[src/design/mafh_pkg.sv]
package mafh_pkg;

  // register reset and field constants
  localparam logic [15:0] SEARCH_LIMIT_RESET = 16'd8192;
  localparam logic [15:0] POS_MAX            = 16'hFFFF;
  localparam logic [15:0] HDR_FIRST_POS      = 16'd3;
  localparam logic [10:0] SPF_LAYER1         = 11'd384;
  localparam logic [10:0] SPF_LAYER23        = 11'd1152;
  localparam logic [10:0] SYNC_BITS          = 11'h7FF;
  localparam logic [15:0] TOP_REJECT         = 16'hFFFE;

  // version bit codes in the header and reported version codes
  localparam logic [1:0] VBITS_RESERVED = 2'b01;
  localparam logic [1:0] VBITS_MPEG1    = 2'b11;
  localparam logic [1:0] VBITS_MPEG2    = 2'b10;
  localparam logic [1:0] VER_MPEG25     = 2'd0;
  localparam logic [1:0] VER_MPEG1      = 2'd1;
  localparam logic [1:0] VER_MPEG2      = 2'd2;

  localparam logic [1:0] LBITS_RESERVED = 2'b00;
  localparam logic [1:0] LBITS_LAYER1   = 2'b11;
  localparam logic [1:0] LAYER_I        = 2'd1;
  localparam logic [1:0] LAYER_TWO      = 2'd2;
  localparam logic [1:0] FIDX_RESERVED  = 2'b11;
  localparam logic [3:0] BIDX_FREE      = 4'd0;
  localparam logic [3:0] BIDX_BAD       = 4'd15;

  // bitrate tables in kbps, MPEG 1 by layer, then MPEG 2 and 2.5 by layer
  localparam logic [8:0] BR_V1_L1 [16] = '{9'd0, 9'd32, 9'd64, 9'd96, 9'd128, 9'd160,
    9'd192, 9'd224, 9'd256, 9'd288, 9'd320, 9'd352, 9'd384, 9'd416, 9'd448, 9'd0};
  localparam logic [8:0] BR_V1_L2 [16] = '{9'd0, 9'd32, 9'd48, 9'd56, 9'd64, 9'd80,
    9'd96, 9'd112, 9'd128, 9'd160, 9'd192, 9'd224, 9'd256, 9'd320, 9'd384, 9'd0};
  localparam logic [8:0] BR_V1_L3 [16] = '{9'd0, 9'd32, 9'd40, 9'd48, 9'd56, 9'd64,
    9'd80, 9'd96, 9'd112, 9'd128, 9'd160, 9'd192, 9'd224, 9'd256, 9'd320, 9'd0};
  localparam logic [8:0] BR_V2_L1 [16] = '{9'd0, 9'd32, 9'd48, 9'd56, 9'd64, 9'd80,
    9'd96, 9'd112, 9'd128, 9'd144, 9'd160, 9'd176, 9'd192, 9'd224, 9'd256, 9'd0};
  localparam logic [8:0] BR_V2_L23 [16] = '{9'd0, 9'd8, 9'd16, 9'd24, 9'd32, 9'd40,
    9'd48, 9'd56, 9'd64, 9'd80, 9'd96, 9'd112, 9'd128, 9'd144, 9'd160, 9'd0};

  // sample rates in Hz by frequency index
  localparam logic [15:0] FR_V25 [4] = '{16'd11025, 16'd12000, 16'd8000, 16'd0};
  localparam logic [15:0] FR_V1  [4] = '{16'd44100, 16'd48000, 16'd32000, 16'd0};
  localparam logic [15:0] FR_V2  [4] = '{16'd22050, 16'd24000, 16'd16000, 16'd0};

  typedef struct packed {
    logic [7:0] data_byte;
  } in_t;

  typedef struct packed {
    logic        header_found;
    logic        search_failed;
    logic [15:0] header_offset;
    logic [1:0]  mpeg_version;
    logic [1:0]  layer_number;
    logic [8:0]  bitrate_kbps;
    logic [15:0] sample_rate_hz;
    logic [10:0] samples_per_frame;
    logic [1:0]  channel_mode;
  } out_t;

  // frame header validity rules
  function automatic logic header_ok(input logic [31:0] w);
    logic ok;
    ok = (w[31:21] == SYNC_BITS)
      && (w[20:19] != VBITS_RESERVED)
      && (w[18:17] != LBITS_RESERVED)
      && (w[15:12] != BIDX_BAD)
      && (w[15:12] != BIDX_FREE)
      && (w[11:10] != FIDX_RESERVED)
      && !(w[19] && (w[18:17] == LBITS_LAYER1) && w[16])
      && (w[31:16] != TOP_REJECT);
    return ok;
  endfunction

  function automatic logic [8:0] bitrate_lookup(input logic [1:0] ver,
                                                input logic [1:0] layer,
                                                input logic [3:0] bidx);
    logic [8:0] r;
    if (ver == VER_MPEG1) begin
      case (layer)
        LAYER_I:   r = BR_V1_L1[bidx];
        LAYER_TWO: r = BR_V1_L2[bidx];
        default:   r = BR_V1_L3[bidx];
      endcase
    end else begin
      r = (layer == LAYER_I) ? BR_V2_L1[bidx] : BR_V2_L23[bidx];
    end
    return r;
  endfunction

  function automatic logic [15:0] freq_lookup(input logic [1:0] ver,
                                              input logic [1:0] fidx);
    logic [15:0] r;
    case (ver)
      VER_MPEG1: r = FR_V1[fidx];
      VER_MPEG2: r = FR_V2[fidx];
      default:   r = FR_V25[fidx];
    endcase
    return r;
  endfunction

endpackage

[src/design/mafh_stream_if.sv]
interface mafh_stream_if #(
  parameter type payload_t = logic
);
  logic     valid;
  logic     ready;
  payload_t payload;

  modport source (output valid, output payload, input ready);
  modport sink (input valid, input payload, output ready);
endinterface

[src/design/mpeg_audio_frame_header_finder_unit.sv]
// an accepted byte's result is registered and held in the output register from the next cycle on
// throughput: one byte per cycle while the result side is ready; the output register is reloaded as it drains
// one result per input byte; the window check and table decode are combinational
// reset: window, byte count and search flag clear, search limit returns to 8192
module mpeg_audio_frame_header_finder_unit (
  input  logic        clk_i,
  input  logic        rst_ni,
  input  logic        cfg_we_i,
  input  logic [15:0] cfg_wdata_i,
  mafh_stream_if.sink   data_in_i,
  mafh_stream_if.source res_out_o
);
  import mafh_pkg::*;

  logic [23:0] recent_q;
  logic [15:0] pos_q;
  logic        search_over_q;
  logic [15:0] limit_q;
  logic        out_valid_q;
  out_t        out_q;

  logic [31:0] win;
  logic        in_xact;
  logic        hit;
  logic        limit_end;
  logic [1:0]  ver;
  logic [1:0]  layer;
  out_t        res_d;

  // accept whenever the output register is empty or draining
  assign data_in_i.ready = !out_valid_q || res_out_o.ready;
  assign in_xact         = data_in_i.valid && data_in_i.ready;

  assign win = {recent_q, data_in_i.payload.data_byte};

  // header check and field decode
  assign hit = !search_over_q && (pos_q >= HDR_FIRST_POS) && (pos_q < limit_q)
            && header_ok(win);
  assign limit_end = !search_over_q && !hit && ({1'b0, pos_q} + 17'd1 >= {1'b0, limit_q});

  always_comb begin
    case (win[20:19])
      VBITS_MPEG1: ver = VER_MPEG1;
      VBITS_MPEG2: ver = VER_MPEG2;
      default:     ver = VER_MPEG25;
    endcase
    layer = 2'(3'd4 - {1'b0, win[18:17]});
  end

  always_comb begin
    res_d = '0;
    if (hit) begin
      res_d.header_found      = 1'b1;
      res_d.header_offset     = pos_q - HDR_FIRST_POS;
      res_d.mpeg_version      = ver;
      res_d.layer_number      = layer;
      res_d.bitrate_kbps      = bitrate_lookup(ver, layer, win[15:12]);
      res_d.sample_rate_hz    = freq_lookup(ver, win[11:10]);
      res_d.samples_per_frame = (layer == LAYER_I) ? SPF_LAYER1 : SPF_LAYER23;
      res_d.channel_mode      = win[7:6];
    end
    res_d.search_failed = limit_end;
  end

  // search state and configuration
  always_ff @(posedge clk_i or negedge rst_ni) begin
    if (!rst_ni) begin
      recent_q      <= '0;
      pos_q         <= '0;
      search_over_q <= 1'b0;
      limit_q       <= SEARCH_LIMIT_RESET;
    end else begin
      if (cfg_we_i) begin
        limit_q <= cfg_wdata_i;
      end
      if (in_xact) begin
        recent_q <= win[23:0];
        if (!search_over_q) begin
          if (hit || limit_end) begin
            search_over_q <= 1'b1;
          end
          if (pos_q != POS_MAX) begin
            pos_q <= pos_q + 16'd1;
          end
        end
      end
    end
  end

  // output register
  always_ff @(posedge clk_i or negedge rst_ni) begin
    if (!rst_ni) begin
      out_valid_q <= 1'b0;
    end else if (in_xact) begin
      out_valid_q <= 1'b1;
    end else if (res_out_o.ready) begin
      out_valid_q <= 1'b0;
    end
  end

  always_ff @(posedge clk_i) begin
    if (in_xact) begin
      out_q <= res_d;
    end
  end

  assign res_out_o.valid   = out_valid_q;
  assign res_out_o.payload = out_q;

  // a result never reports both a header and a failed search
  assert property (@(posedge clk_i) disable iff (!rst_ni)
    out_valid_q |-> !(out_q.header_found && out_q.search_failed))
    else $error("header found and search failed together");

  // the search stays over until reset
  assert property (@(posedge clk_i) disable iff (!rst_ni)
    search_over_q |=> search_over_q)
    else $error("search flag cleared without reset");

  // after the search every result is empty
  assert property (@(posedge clk_i) disable iff (!rst_ni)
    (in_xact && search_over_q) |=> (out_q == '0))
    else $error("result after end of search");

  // byte position advances by one per transaction while searching
  assert property (@(posedge clk_i) disable iff (!rst_ni)
    (in_xact && !search_over_q && (pos_q != POS_MAX)) |=> (pos_q == $past(pos_q) + 16'd1))
    else $error("byte position did not advance");

  // a found header always carries a valid layer and nonzero rate
  assert property (@(posedge clk_i) disable iff (!rst_ni)
    (out_valid_q && out_q.header_found) |->
      (out_q.layer_number != 2'd0) && (out_q.sample_rate_hz != 16'd0))
    else $error("found header with empty fields");

endmodule

[src/flat_wrapper.sv]
// flat-port wrapper written by rule: the top's interface ports become plain ports
module mpeg_audio_frame_header_finder_unit_flat import mafh_pkg::*;
  (clk_i, rst_ni, cfg_we_i, cfg_wdata_i, data_in_i_valid, data_in_i_payload, data_in_i_ready, res_out_o_valid, res_out_o_payload, res_out_o_ready);
  mafh_stream_if #(.payload_t(in_t)) data_in_i_i ();
  mafh_stream_if #(.payload_t(out_t)) res_out_o_i ();
  input  logic clk_i;
  input  logic rst_ni;
  input  logic cfg_we_i;
  input  logic [15:0] cfg_wdata_i;
  input wire logic [$bits(data_in_i_i.valid)-1:0] data_in_i_valid;
  input wire logic [$bits(data_in_i_i.payload)-1:0] data_in_i_payload;
  output wire logic [$bits(data_in_i_i.ready)-1:0] data_in_i_ready;
  output wire logic [$bits(res_out_o_i.valid)-1:0] res_out_o_valid;
  output wire logic [$bits(res_out_o_i.payload)-1:0] res_out_o_payload;
  input wire logic [$bits(res_out_o_i.ready)-1:0] res_out_o_ready;
  assign data_in_i_i.valid = data_in_i_valid;
  assign data_in_i_i.payload = data_in_i_payload;
  assign data_in_i_ready = data_in_i_i.ready;
  assign res_out_o_valid = res_out_o_i.valid;
  assign res_out_o_payload = res_out_o_i.payload;
  assign res_out_o_i.ready = res_out_o_ready;
  mpeg_audio_frame_header_finder_unit u_core (.clk_i(clk_i), .rst_ni(rst_ni), .cfg_we_i(cfg_we_i), .cfg_wdata_i(cfg_wdata_i), .data_in_i(data_in_i_i), .res_out_o(res_out_o_i));
endmodule
[config.mk]
export PLATFORM = sky130hd
export DESIGN_NAME = mpeg_audio_frame_header_finder_unit_flat
export DESIGN_NICKNAME = d
export VERILOG_FILES = /design/src/design/mafh_pkg.sv /design/src/design/mafh_stream_if.sv /design/src/design/mpeg_audio_frame_header_finder_unit.sv /design/src/flat_wrapper.sv
export SDC_FILE = /design/constraint.sdc
export NUM_CORES = 1
export LEC_CHECK = 0
export ABC_AREA = 1
export ABC_CLOCK_PERIOD_IN_PS = 2900
export BUFFER_PORTS_ARGS = -buffer_cell sky130_fd_sc_hd__buf_2
export CELL_PAD_IN_SITES_DETAIL_PLACEMENT = 0
export CELL_PAD_IN_SITES_GLOBAL_PLACEMENT = 1
export CORE_ASPECT_RATIO = 1.5
export CORE_UTILIZATION = 39
export DETAILED_ROUTE_END_ITERATION = 8
export MAX_ROUTING_LAYER = met4
export PLACE_DENSITY = 0.88
export SETUP_SLACK_MARGIN = 0.4
export SYNTH_ARGS = -nofsm -noshare
export SYNTH_HDL_FRONTEND = slang
export SYNTH_SLANG_ARGS = --single-unit
[constraint.sdc]
create_clock -name clk_i -period 2.9 [get_ports clk_i]
set_clock_uncertainty 0.2 [all_clocks]
set_input_delay 0.58 -clock clk_i [delete_from_list [all_inputs] [get_ports clk_i]]
set_output_delay 0.58 -clock clk_i [all_outputs]
set_load 0.02 [all_outputs]
==> metrics.yaml <==
status:
  status: "finished, final reports clean"
timing:
  setup_viol: 0
  period_share_pct: 92.6
  layout_min_cycle_time_ps: 2680
  worst_pin_slew_ps: 633
  grt_setup_unrepaired: "yes"
  slew_headroom_pct: 57.8
  maxSlewViolCount: 0
  final_hold_viol_count: 0
  whs_ps: 57.2
  fmax_mhz: 373
synth:
  ys_seq_area_share_pct: 46.5
  async_flop_share_pct: 55.2
  yosys_warnings: 0
  ys.flop_type: "dfrtp_1"
  syn_avg_cell_area_um2: 8.42
  syn_area_um2: 6160
  ys_ff_latch: 105
  syn_inst: 732
  synthDistinctLibCells: 46
  synth_edf_count: 47
detailed_routing:
  drt_first_pass_iters: 4
  antenna_left: 0
  drt-initial-drc-count: 199
  routedWlPerCell_um: 13.8
  vias: 5073
  wirelength_um: 14300
  drc: 0
  vias_per_cell: 4.90
clocking:
  clk_latency_ps: 350
  cts_buffers: 9
  clkSinkCount: 105
  clockBufferDepth: 2
  clkTransAtPathRegs_ps: 80
  htreeDepth: 3
  root_buffer: "clkbuf_16"
  cts_tree: "yes"
  cts-hold-fix-buffers: 0
critical_path:
  end_kind: "flip-flop"
  crit_type: "flip-flop to flip-flop"
  crit_required_ps: 2940
  cp_common_cell: "nand2_1"
  worstPathCellList: "buf_6 > nand2_8 > nor2_4 > nand4_4 > nor2_4 > nand2_2 > xor2_2 > ha_1 > nand2_1 > inv_1 > nand2_2 > nor2_2 > a21oi_1 > nand2_1 > nand2_1 > nand2_1 > nand2_2 > nand2_1 > nor2_1 > nor2_2"
  worstPathMaxFanout: 5
  cp-start-kind: "flip-flop"
  slowest_stage: "dfrtp_1"
  crit_arrival_ps: 2720
  max_stage_delay_ps: 420
cells_and_area:
  n_antenna_cell: 0
  syn_to_final_growth_pct: 22.5
  final_cell_mix: "nand2_1 (178), inv_1 (84), buf_2 (78)"
  drive_gt1_share_pct: 24.3
  final_util_pct: 49.4
  nets: 905
  layout_commonest_cell: "nand2_1"
grt:
  overflow: 0
  antenna_found_initial: 0
  first_global_vias: 4834
  grt_start_max_net_pins: 55
  grt_pass1_wl_um: 23200
  grtUsageTotal_pct: 18.5
die:
  start_util_pct: 40.3
  core_area_um2: 15300
  io_pins: 91
  rows: 55
  die_area_um2: 16300
  die-height_um: 156
  die_w_um: 105
worst_hold_path:
  holdCritPathClass: "primary input to async pin"
power_and_ir_drop:
  vdd_drop_max_v: 0.000292
  p_leak_nw: 3.68
  power.density_nw_per_um2: 668
placed_design:
  place.gp.congestion: 0.871
  numPortBuffers: 78
  place_hpwl_um: 10700
run:
  drv_cap: 0
registers in the layout, indices dropped and copies added (netlist names):
| register | flops |
|---|---|
| u_core.limit_q | 16 |
| u_core.pos_q | 16 |
| u_core.recent_q | 24 |
| u_core.res_out_o.payload | 47 |
| u_core.res_out_o.valid | 1 |
| u_core.search_over_q | 1 |
per-stage QoR:
| step | worst slack [ps] | TNS (ps) | power (mW) | area [um2] | instances |
|---|---|---|---|---|---|
| 6_report | 216 | 0 | 5.04 | 7550 | 1036 |
| 5_1_grt | -12.0 | -17.3 | 5.40 | 7550 | 1036 |
| 4_1_cts | 136 | 0 | 4.95 | 7260 | 1025 |
| 3_5_place_dp | 5.38 | 0 | 3.51 | 6780 | 999 |
| 3_3_place_gp | 93.4 | 0 | 3.50 | 6780 | 999 |
| 2_1_floorplan | 312 | 0 | 3.07 | 6230 | 743 |
synth_stat cells (2+ instances only):
| library cell | number | area (um2) |
|---|---|---|
| nor2_2 | 6 | 37.5 |
| buf_4 | 15 | 113 |
| nand3_1 | 28 | 140 |
| o21ai_1 | 2 | 10.0 |
| nand3_2 | 3 | 30.0 |
| inv_1 | 88 | 330 |
| o21ai_0 | 58 | 290 |
| or2_2 | 2 | 12.5 |
| buf_6 | 2 | 22.5 |
| nor2_1 | 69 | 259 |
| dfrtp_1 | 57 | 1430 |
| nand4_1 | 5 | 31.3 |
| clkinv_1 | 2 | 7.51 |
| ha_1 | 44 | 551 |
| o221ai_1 | 2 | 17.5 |
| o21ai_2 | 6 | 52.6 |
| nor2_4 | 2 | 22.5 |
| inv_2 | 6 | 22.5 |
| nand2_1 | 190 | 713 |
| xor2_1 | 16 | 140 |
| buf_2 | 6 | 30.0 |
| a21oi_1 | 30 | 150 |
| nand2_2 | 4 | 25.0 |
| edfxtp_1 | 47 | 1410 |
| nor3_2 | 5 | 50.1 |
| clkbuf_1 | 9 | 33.8 |
| o22ai_1 | 3 | 18.8 |
| a31oi_1 | 3 | 18.8 |
| nor3_1 | 5 | 25.0 |
cell families after synthesis:
family	after synthesis	share of synthesized area, %
buffers and inverters	130	9.22
muxes	1	0.183
xor gates and xnor gates	16	2.27
DFF	105	46.5
AOI/OAI and AO/OA	111	9.95
adders and majority gates	44	8.93
and+or+nand+nor	324	22.9
other	1	0.0609
power by group:
part	total [mW]	internal, mW	leakage, nW	switching, mW
registers	1.90	1.73	1.20	0.171
logic	1.83	0.688	2.32	1.15
clock network	1.31	0.737	0.155	0.574
per-layer routing:
| metal | up-vias | share of wire (%) | track usage (%) |
|---|---|---|---|
| met2 | 112 | 54 | 34.1 |
| met1 | 2382 | 41 | 20.4 |
| met4 | 0 | 2.1 | 6.51 |
| met5 | - | 0 | - |
| li1 | 2548 | - | - |
| met3 | 31 | 3.1 | 2.59 |
timing repair:
item	4_1_cts	5_1_grt
setup endpoints to repair	2	42
gates resized for setup	16	39
cloned	0	3
setup buffers	10	8
pin swaps	12	14
worst max-delay path, delay by kind of cell (launching register included):
kind / cells / cell delay, ps
flip-flops: 1 / 420
AND/OR/NAND/NOR: 15 / 1170
XOR/XNOR: 1 / 170
AO/OA/AOI/OAI: 1 / 110
buffers and inverters: 2 / 190
adder cells (fa/ha/maj): 1 / 300
layout make-up:
cell class                      instances  area [um2]
Sequential cell                       105        2870
Tap cell                              199         249
Clock inverter                          5        71.3
Timing Repair Buffer                  112         766
Multi-Input combinational cell        508        2970
Clock buffer                           11         254
Inverter                               96         365
Fill cell                            1499        7730
worst paths after layout:
path	start	cells past startpoint	slack, ps	to
min	rst_ni	1	60	u_core.recent_q[13]
max reg2reg	u_core.pos_q[0]	20	220	u_core.search_over_q
min reg2reg	u_core.recent_q[23]	2	290	u_core.recent_q[23]
max in group asynchronous	rst_ni	2	1790	u_core.limit_q[13]
min in group clk_i	cfg_wdata_i[4]	3	230	u_core.limit_q[4]
max	u_core.pos_q[0]	20	220	u_core.search_over_q
Power figures use the tool's default switching activity.
